<file path="src/sv/ssrc_pkg.sv">
// ----------------------------------------------------------------------------
// Stepper speed ramp controller package
// Shared types, constants and a lookup function for the speed ramp controller.
// ----------------------------------------------------------------------------
package ssrc_pkg;

    localparam int DEF_MAX_SPEED_RPM      = 600;
    localparam int DEF_FULL_STEPS_PER_REV = 200;
    localparam int DEF_SPEED_INCREMENT    = 10;
    localparam int DEF_FRAC_BITS          = 16;

    localparam int US_PER_MIN    = 60000000;
    localparam int US_PER_SEC    = 1000000;
    localparam int PERIOD_LIMIT  = 1000000;
    localparam int TARGET_RESET  = 60;
    localparam int ACCEL_RESET   = 120;

    localparam int ACCEL_W  = 16;
    localparam int ELAPSED_W = 20;
    localparam int PERIOD_W = 20;
    localparam int RPM_W    = 10;
    localparam int CODE_W   = 3;

    typedef enum logic [1:0] {
        ACT_TICK   = 2'd0,
        ACT_CW     = 2'd1,
        ACT_CCW    = 2'd2,
        ACT_BUTTON = 2'd3
    } action_t;

    typedef enum logic {
        REG_ACCEL_RATE = 1'b0,
        REG_DIRECTION  = 1'b1
    } reg_index_t;

    localparam logic [CODE_W-1:0] MODE_FULL      = 3'd0;
    localparam logic [CODE_W-1:0] MODE_HALF      = 3'd1;
    localparam logic [CODE_W-1:0] MODE_QUARTER   = 3'd2;
    localparam logic [CODE_W-1:0] MODE_EIGHTH    = 3'd3;
    localparam logic [CODE_W-1:0] MODE_SIXTEENTH = 3'd4;

    localparam logic [2:0] PIN_SIXTEENTH = 3'd7;

    typedef enum logic [2:0] {
        ST_IDLE,
        ST_RAMP_LOAD,
        ST_RAMP_DIV,
        ST_RAMP_UPD,
        ST_PER_MUL,
        ST_PER_LOAD,
        ST_PER_DIV,
        ST_OUT
    } state_t;

    function automatic logic [2:0] pin_levels(input logic [CODE_W-1:0] code);
        logic [2:0] pins;
        unique case (code)
            MODE_FULL:      pins = 3'd0;
            MODE_HALF:      pins = 3'd1;
            MODE_QUARTER:   pins = 3'd2;
            MODE_EIGHTH:    pins = 3'd3;
            MODE_SIXTEENTH: pins = PIN_SIXTEENTH;
            default:        pins = 3'd0;
        endcase
        return pins;
    endfunction

endpackage

</file>
<file path="src/sv/stepper_speed_ramp_controller_top.sv">
// ----------------------------------------------------------------------------
// Stepper speed ramp controller
// Ramps a fixed-point shaft speed toward an encoder-set target and reports the
// step pulse period for the selected microstep mode.
// ----------------------------------------------------------------------------
// The block takes one request at a time and returns one result per request.
// A tick with nonzero elapsed time makes two passes through the shared one
// bit per cycle restoring divider: FRAC_BITS + 36 steps for the ramp
// increment and FRAC_BITS + 26 steps for the step period. Other requests
// make only the period pass. When the ramped speed is zero the period
// division is skipped. The result becomes valid in the same cycle that the
// next request can be accepted. A new request is taken as soon as the
// previous result sits in the output register, even while that result waits
// to be taken; the request behind it then holds in ST_OUT until that result
// is taken.
module stepper_speed_ramp_controller_top #(
    parameter int MAX_SPEED_RPM      = ssrc_pkg::DEF_MAX_SPEED_RPM,
    parameter int FULL_STEPS_PER_REV = ssrc_pkg::DEF_FULL_STEPS_PER_REV,
    parameter int SPEED_INCREMENT    = ssrc_pkg::DEF_SPEED_INCREMENT,
    parameter int FRAC_BITS          = ssrc_pkg::DEF_FRAC_BITS
) (
    input  logic                            clk,
    input  logic                            rst_n,
    input  logic                            cfg_write,
    input  logic                            cfg_index,
    input  logic [ssrc_pkg::ACCEL_W-1:0]    cfg_data,
    input  logic                            in_valid,
    output logic                            in_stall,
    input  logic [1:0]                      action,
    input  logic [ssrc_pkg::ELAPSED_W-1:0]  elapsed_us,
    input  logic                            other_line_high,
    output logic                            out_valid,
    input  logic                            out_stall,
    output logic [ssrc_pkg::PERIOD_W-1:0]   step_period_us,
    output logic [ssrc_pkg::RPM_W-1:0]      target_rpm,
    output logic [ssrc_pkg::RPM_W-1:0]      current_rpm,
    output logic [ssrc_pkg::CODE_W-1:0]     microstep_code,
    output logic [2:0]                      mode_pins,
    output logic                            direction_out
);
    import ssrc_pkg::*;

    localparam int SPW = RPM_W + FRAC_BITS;
    localparam int PRW = ACCEL_W + ELAPSED_W;
    localparam int NW  = PRW + FRAC_BITS;
    localparam int MW  = SPW + 10;
    localparam int DW  = MW + 4;
    localparam int PNW = 26 + FRAC_BITS;
    localparam int CW  = $clog2(NW + 1);

    localparam logic [RPM_W-1:0] MAX_RPM_W = RPM_W'(MAX_SPEED_RPM);
    localparam logic [RPM_W:0]   INC_W     = (RPM_W + 1)'(SPEED_INCREMENT);
    localparam logic [9:0]       FSPR_W    = 10'(FULL_STEPS_PER_REV);
    localparam logic [25:0]      US_MIN_W  = 26'(US_PER_MIN);
    localparam logic [SPW-1:0]   SPEED_CAP = {MAX_RPM_W, {FRAC_BITS{1'b0}}};
    localparam logic [RPM_W-1:0] TGT_RESET =
        (TARGET_RESET > MAX_SPEED_RPM) ? MAX_RPM_W : RPM_W'(TARGET_RESET);

    state_t                 state_reg, state_next;
    logic [SPW-1:0]         cur_reg, cur_next;
    logic [RPM_W-1:0]       target_reg, target_next;
    logic [CODE_W-1:0]      mode_reg, mode_next;
    logic [ACCEL_W-1:0]     accel_reg;
    logic                   dir_reg;
    logic [PRW-1:0]         prod_reg, prod_next;
    logic [MW-1:0]          den_reg, den_next;
    logic [NW-1:0]          num_reg, num_next;
    logic [DW-1:0]          rem_reg, rem_next;
    logic [DW-1:0]          div_reg, div_next;
    logic [NW-1:0]          quo_reg, quo_next;
    logic [CW-1:0]          cnt_reg, cnt_next;
    logic                   stop_reg, stop_next;

    logic                   out_valid_reg, out_valid_next;
    logic [PERIOD_W-1:0]    period_reg;
    logic [RPM_W-1:0]       target_out_reg;
    logic [RPM_W-1:0]       current_out_reg;
    logic [CODE_W-1:0]      code_out_reg;
    logic [2:0]             pins_out_reg;
    logic                   dir_out_reg;

    logic                   in_accept;
    logic                   out_free;
    logic                   out_load;
    logic                   ramp_needed;
    logic [ACCEL_W-1:0]     accel_eff;
    logic [RPM_W:0]         target_up;
    logic [SPW-1:0]         speed_sel;
    logic [SPW-1:0]         target_fix;
    logic                   ramp_up;
    logic [SPW-1:0]         speed_gap;
    logic                   snap;
    logic [DW:0]            trial;
    logic [DW:0]            trial_diff;
    logic                   trial_ge;
    logic [PERIOD_W-1:0]    period_val;

    assign in_stall  = (state_reg != ST_IDLE);
    assign in_accept = in_valid && !in_stall;
    assign out_free  = !out_valid_reg || !out_stall;
    assign out_load  = (state_reg == ST_OUT) && out_free;

    assign ramp_needed = (action_t'(action) == ACT_TICK) && (elapsed_us != '0);
    assign accel_eff   = (accel_reg == '0) ? ACCEL_W'(1) : accel_reg;
    assign target_up   = {1'b0, target_reg} + INC_W;
    assign speed_sel   = (cur_reg > SPEED_CAP) ? SPEED_CAP : cur_reg;
    assign target_fix  = {target_reg, {FRAC_BITS{1'b0}}};
    assign ramp_up     = (target_fix >= cur_reg);
    assign speed_gap   = ramp_up ? (target_fix - cur_reg) : (cur_reg - target_fix);
    assign snap        = (NW'(speed_gap) <= quo_reg);

    assign trial      = {rem_reg, num_reg[NW-1]};
    assign trial_diff = trial - {1'b0, div_reg};
    assign trial_ge   = (trial >= {1'b0, div_reg});

    assign period_val = stop_reg ? '0 :
                        (quo_reg > NW'(PERIOD_LIMIT)) ? PERIOD_W'(PERIOD_LIMIT) :
                        quo_reg[PERIOD_W-1:0];

    always_comb
    begin
        state_next = state_reg;
        unique case (state_reg)
            ST_IDLE:
            begin
                if (in_accept)
                begin
                    state_next = ramp_needed ? ST_RAMP_LOAD : ST_PER_MUL;
                end
            end
            ST_RAMP_LOAD:
            begin
                state_next = ST_RAMP_DIV;
            end
            ST_RAMP_DIV:
            begin
                if (cnt_reg == CW'(1))
                begin
                    state_next = ST_RAMP_UPD;
                end
            end
            ST_RAMP_UPD:
            begin
                state_next = ST_PER_MUL;
            end
            ST_PER_MUL:
            begin
                state_next = (speed_sel == '0) ? ST_OUT : ST_PER_LOAD;
            end
            ST_PER_LOAD:
            begin
                state_next = ST_PER_DIV;
            end
            ST_PER_DIV:
            begin
                if (cnt_reg == CW'(1))
                begin
                    state_next = ST_OUT;
                end
            end
            ST_OUT:
            begin
                if (out_free)
                begin
                    state_next = ST_IDLE;
                end
            end
            default:
            begin
                state_next = ST_IDLE;
            end
        endcase
    end

    always_comb
    begin
        cur_next    = cur_reg;
        target_next = target_reg;
        mode_next   = mode_reg;
        prod_next   = prod_reg;
        den_next    = den_reg;
        num_next    = num_reg;
        rem_next    = rem_reg;
        div_next    = div_reg;
        quo_next    = quo_reg;
        cnt_next    = cnt_reg;
        stop_next   = stop_reg;
        unique case (state_reg)
            ST_IDLE:
            begin
                if (in_accept)
                begin
                    prod_next = accel_eff * elapsed_us;
                    case (action_t'(action))
                        ACT_CW:
                        begin
                            if (!other_line_high)
                            begin
                                target_next = (target_reg > INC_W[RPM_W-1:0]) ?
                                              (target_reg - INC_W[RPM_W-1:0]) : '0;
                            end
                        end
                        ACT_CCW:
                        begin
                            if (!other_line_high)
                            begin
                                target_next = (target_up > {1'b0, MAX_RPM_W}) ?
                                              MAX_RPM_W : target_up[RPM_W-1:0];
                            end
                        end
                        ACT_BUTTON:
                        begin
                            mode_next = (mode_reg >= MODE_SIXTEENTH) ?
                                        MODE_FULL : (mode_reg + CODE_W'(1));
                        end
                        default:
                        begin
                        end
                    endcase
                end
            end
            ST_RAMP_LOAD:
            begin
                num_next = {prod_reg, {FRAC_BITS{1'b0}}};
                div_next = DW'(US_PER_SEC);
                rem_next = '0;
                quo_next = '0;
                cnt_next = CW'(NW);
            end
            ST_RAMP_DIV, ST_PER_DIV:
            begin
                num_next = {num_reg[NW-2:0], 1'b0};
                rem_next = trial_ge ? trial_diff[DW-1:0] : trial[DW-1:0];
                quo_next = {quo_reg[NW-2:0], trial_ge};
                cnt_next = cnt_reg - CW'(1);
            end
            ST_RAMP_UPD:
            begin
                if (snap)
                begin
                    cur_next = target_fix;
                end
                else if (ramp_up)
                begin
                    cur_next = cur_reg + quo_reg[SPW-1:0];
                end
                else
                begin
                    cur_next = cur_reg - quo_reg[SPW-1:0];
                end
            end
            ST_PER_MUL:
            begin
                den_next  = speed_sel * FSPR_W;
                stop_next = (speed_sel == '0);
            end
            ST_PER_LOAD:
            begin
                num_next = {US_MIN_W, {(FRAC_BITS + NW - PNW){1'b0}}};
                div_next = DW'(den_reg) << mode_reg;
                rem_next = '0;
                quo_next = '0;
                cnt_next = CW'(PNW);
            end
            default:
            begin
            end
        endcase
    end

    always_comb
    begin
        out_valid_next = out_valid_reg;
        if (out_load)
        begin
            out_valid_next = 1'b1;
        end
        else if (out_valid_reg && !out_stall)
        begin
            out_valid_next = 1'b0;
        end
    end

    always_ff @(posedge clk or negedge rst_n)
    begin
        if (!rst_n)
        begin
            state_reg     <= ST_IDLE;
            cur_reg       <= '0;
            target_reg    <= TGT_RESET;
            mode_reg      <= MODE_HALF;
            accel_reg     <= ACCEL_W'(ACCEL_RESET);
            dir_reg       <= 1'b1;
            out_valid_reg <= 1'b0;
        end
        else
        begin
            state_reg     <= state_next;
            cur_reg       <= cur_next;
            target_reg    <= target_next;
            mode_reg      <= mode_next;
            out_valid_reg <= out_valid_next;
            if (cfg_write)
            begin
                unique case (reg_index_t'(cfg_index))
                    REG_ACCEL_RATE: accel_reg <= cfg_data;
                    REG_DIRECTION:  dir_reg   <= cfg_data[0];
                    default:
                    begin
                    end
                endcase
            end
        end
    end

    always_ff @(posedge clk)
    begin
        prod_reg <= prod_next;
        den_reg  <= den_next;
        num_reg  <= num_next;
        rem_reg  <= rem_next;
        div_reg  <= div_next;
        quo_reg  <= quo_next;
        cnt_reg  <= cnt_next;
        stop_reg <= stop_next;
        if (out_load)
        begin
            period_reg      <= period_val;
            target_out_reg  <= target_reg;
            current_out_reg <= cur_reg[SPW-1:FRAC_BITS];
            code_out_reg    <= mode_reg;
            pins_out_reg    <= pin_levels(mode_reg);
            dir_out_reg     <= dir_reg;
        end
    end

    assign out_valid      = out_valid_reg;
    assign step_period_us = period_reg;
    assign target_rpm     = target_out_reg;
    assign current_rpm    = current_out_reg;
    assign microstep_code = code_out_reg;
    assign mode_pins      = pins_out_reg;
    assign direction_out  = dir_out_reg;

endmodule

</file>
<file path="config.mk">
export PLATFORM = sky130hd
export DESIGN_NAME = stepper_speed_ramp_controller_top
export DESIGN_NICKNAME = d
export VERILOG_FILES = /design/src/sv/ssrc_pkg.sv /design/src/sv/stepper_speed_ramp_controller_top.sv
export SDC_FILE = /design/constraint.sdc
export NUM_CORES = 2
export LEC_CHECK = 0
export BUFFER_PORTS_ARGS = -buffer_cell sky130_fd_sc_hd__buf_2
export CAP_MARGIN = 10
export CORE_MARGIN = 2
export CORE_UTILIZATION = 50
export CTS_CLUSTER_SIZE = 12
export DETAILED_ROUTE_END_ITERATION = 7
export PLACE_DENSITY_LB_ADDON = 0.05
export SETUP_SLACK_MARGIN = 0.2
export SYNTH_ARGS = -nofsm -noshare
export SYNTH_HDL_FRONTEND = slang
export SYNTH_SLANG_ARGS = --single-unit
</file>
<file path="constraint.sdc">
create_clock -name clk -period 8.9 [get_ports clk]
set_input_delay 1.78 -clock clk [delete_from_list [all_inputs] [get_ports clk]]
set_output_delay 1.78 -clock clk [all_outputs]
set_load 0.005 [all_outputs]
</file>
==> results.md <==
- Final Max Tran Viols: 0
- Run status: complete, no violations
- Cell area after technology mapping: 33300 sq um
- Core Area: 65900 sq um
- Router iterations before antenna repair: 6
- Number of buffer cells added on primary ports: 92
- Cells on worst reg2reg path: 27
- Maximum number of pins on one net before global-route repair: 71
- CP startpoint kind: input port
- Final setup viols: 0
- Number of enable flip-flop cells after synthesis: 285
- Routed Antenna Nets: 0
- CTS tree: yes
- Final HPWL from detailed placement: 61700 microns
- Stages on worst setup path: 22
- Path type of the worst setup path: input port to flop
- Worst skew pair latency: 0.57 ns
- Prevailing post-synth register cell: edfxtp_1
- Number of remaining DRC errors: 0
- CP Cell Sequence: buf_2, nand2_1, fa_1, inv_1, fa_1, inv_1, fa_1, inv_1, fa_1, fa_1, inv_1, fa_1, inv_1, ha_1, o211ai_1, a32o_1, a21oi_1, a31oi_1, a211oi_1, o21ai_0, a21oi_1, xor2_1
- Cell chosen for the clock root: clkbuf_16
- Setup repair bufs after CTS: 0
- Fraction of layout instances using a drive strength above 1: 7.41%
- Vias in the first global route: 24956
- Wire length of the first global-routing pass: 130000 microns
- Highest achievable clock rate: 0.131 GHz
- Critical path's top delay family: adder cells
- Max stage delay cell, worst path: fa_1
- Post-CTS Resized: 0
- Post-synth net total: 4149
- Layout fillers: 6079
- Hold path cells: 0
- Sum Neg Setup Slack: 0 ns
- Final worst path period share: 86.0%
- DIE WIDTH: 262 microns
- Number of design-rule violations left by the first detailed-router iteration: 1643
- Largest stage delay on the critical path: 0.57 ns
- Worst path most repeated cell: fa_1
- Clock edge transition at the registers on the reported setup and hold paths: 0.06 ns
- Arrival time of data at the critical path endpoint: 7.96 ns
- Distinct cell type count after synthesis: 87
- Quantity of hold-fixing buffers added after cts: 0
- Placer congestion estimate: 0.902
- Vias after detailed routing: 24558
- Nets: 4166
- Number of flip-flops under the largest register name: 52
- Proportion of synthesized chip area in sequential cells: 30.2%
- Maximum clock insertion buffer count: 3
- Vertical extent of the die: 262 microns
- Min Hold Slack: 0.452 ns
- Flop and latch count out of synthesis: 344
- Crit path max fanout: 17
- Time the worst path needs with I/O delays and setup: 7.65 ns
- Depth of the CTS H-tree: 2
- Syn Inst Count: 3511
- Data required time of the worst path: 9.20 ns
- Wire length after detailed routing: 80600 microns
- Area growth from synthesis to layout: 7.82%
- Number of buffer and inverter instances along the worst setup path: 6
- Async set-or-reset flop fraction in the synthesized netlist: 17.2%
- Synth warn: 0
- Average wire per cell in the routed design: 18.2 microns
- Global route total overflow: 0
- Post-route clock skew: 0.0289 ns
- Element type at the critical path end: flop
- Vias per std cell: 5.55
- Antenna violations before repair: 0
- Cts bufs inserted: 42
- Slew at the pin with the worst max-slew slack: 1.05 ns
- Class of the worst hold path: flop to flop
- Count of pins on the block boundary: 94
- Initial core utilization: 50.5%
- Site Rows: 94
- Unrepaired setup endpoints after global routing: false
- Total global-route track usage: 23.7%
- Relative slew slack: 30.2%
- Max-cap check violation count: 0
- Total Die Area: 68600 sq um
- Synthesized area divided by synthesized cell count: 9.48 sq um
- Antenna diode count: 0
- Number of sinks driven by the clock tree: 344
- Final Hold Vio Count: 0
## layout by cell type (no fill, tap or decap), types with 21 or more instances in the layout
cell	count
mux2i_1	35
clkbuf_16	45
nand3_1	61
xnor2_1	99
nand2_1	428
o21a_1	22
a21o_1	79
dfrtp_1	49
o21ai_0	135
and3_1	27
inv_1	504
a21oi_1	191
nor2_1	167
xor2_1	49
buf_4	25
and2_1	211
ha_1	320
mux2_2	25
nand4_1	21
a211oi_1	21
nor2b_1	39
nor3_1	43
fa_1	273
edfxtp_1	285
nor4_1	28
buf_2	92
o31ai_1	26
## through the flow
stage | cells | util, % | setup WS, ns | area (sq um)
6_report | 4425 | 54.5 | 1.25 | 35900
5_1_grt | 4425 | 54.5 | 0.957 | 35900
4_1_cts | 4425 | 54.5 | 1.27 | 35900
3_3_place_gp | 4348 | 52.3 | 0.806 | 34500
3_5_place_dp | 4348 | 52.3 | 0.682 | 34500
2_1_floorplan | 3511 | - | 1.34 | 33300
## layout make-up
class	instances	area, sq um	area share (%)
Clock buffer	59	1240	3.45
Clock inverter	18	166	0.464
Inverter	507	1900	5.31
Multi-Input combinational cell	2516	20800	58.0
Sequential cell	344	10000	28.0
Tap cell	864	1080	3.01
Timing Repair Buffer	117	648	1.81
## cells by family (layout without fill, tap and decap cells)
| kind of cell | Yosys count | after routing | synth area share (%) |
|---|---|---|---|
| AND/OR/NAND/NOR | 1104 | 1104 | 16.1 |
| buffers and inverters | 651 | 701 | 7.43 |
| AO/OA/AOI/OAI | 599 | 599 | 11.3 |
| adder cells (fa/ha/maj) | 593 | 593 | 28.5 |
| flip-flops | 344 | 344 | 30.2 |
| XOR/XNOR | 148 | 148 | 3.89 |
| multiplexers | 70 | 70 | 2.58 |
| other | 2 | 2 | 0.0226 |
## worst register-to-register path: stages, from the launching register on
cell and delay [ns]:
dfrtp_1 0.42, inv_1 0.20, ha_1 0.23, or4b_4 0.51
nor4_4 0.37, nand2_1 0.17, nor4b_1 0.47, o31ai_1 0.16
nand2_1 0.09, a21oi_1 0.06, buf_4 0.20, nor2b_1 0.33
inv_1 0.08, ha_1 0.30, ha_1 0.28, inv_1 0.05
fa_1 0.49, inv_1 0.04, ha_1 0.33, a21o_1 0.19
a21oi_1 0.27, o211ai_1 0.18, a311oi_1 0.44, o21bai_1 0.20
o22ai_1 0.24, nor3b_1 0.14, o41ai_1 0.41, xnor2_1 0.16
## synth_stat cells (5+ instances only)
cell       instances  area, sq um
a211oi_1          21          158
a21o_1            79          593
a21oi_1          193          966
a311oi_1           5         43.8
a31o_2             5         43.8
a31oi_1           16          100
and2_1           211         1320
and2b_1            5         37.5
and3_1            27          169
and4_1             6         52.6
buf_1              9         33.8
buf_2              7         35.0
buf_4              5         37.5
clkbuf_1         122          458
dfrtp_1           49         1230
dfstp_2           10          263
edfxtp_1         285         8560
fa_1             273         5470
ha_1             320         4000
inv_1            504         1890
mux2_2            25          282
mux2i_1           35          350
mux4_2            10          225
nand2_1          429         1610
nand2b_1          18          113
nand3_1           61          305
nand3b_1           6         45.0
nand4_1           21          131
nor2_1           168          631
nor2b_1           41          257
nor3_1            43          215
nor3b_1            6         45.0
nor4_1            28          175
o2111ai_1          6         52.6
o211ai_1          19          143
o21a_1            22          165
o21ai_0          135          676
o21bai_1          10         75.1
o22ai_1            5         31.3
o31ai_1           26          195
or2_2             12         75.1
or3_1              9         56.3
xnor2_1           99          867
xor2_1            49          429
## final timing paths
check / startpoint / end / slack, ns
worst max register to register: cur_reg[1] / den_reg[33] / 1.59
max in group asynchronous: rst_n / accel_reg[13] / 6.84
worst min-delay path: mode_reg[1] / microstep_code[1] / 0.45
min in group asynchronous: rst_n / cur_reg[0] / 1.45
worst max-delay path: elapsed_us[5] / prod_reg[33] / 1.25
worst min register to register: mode_reg[1] / microstep_code[1] / 0.45
## layer usage
layer,routed length [microns],up-vias,track usage (%)
met2,38900,456,40.8
met1,36800,12211,32.1
met4,1910,0,6.14
met3,3010,109,2.45
li1,-,11782,-
met5,0,-,0
Power is not shown: default switching activity piles up to over one toggle a cycle in this logic, so the estimate is an artifact.
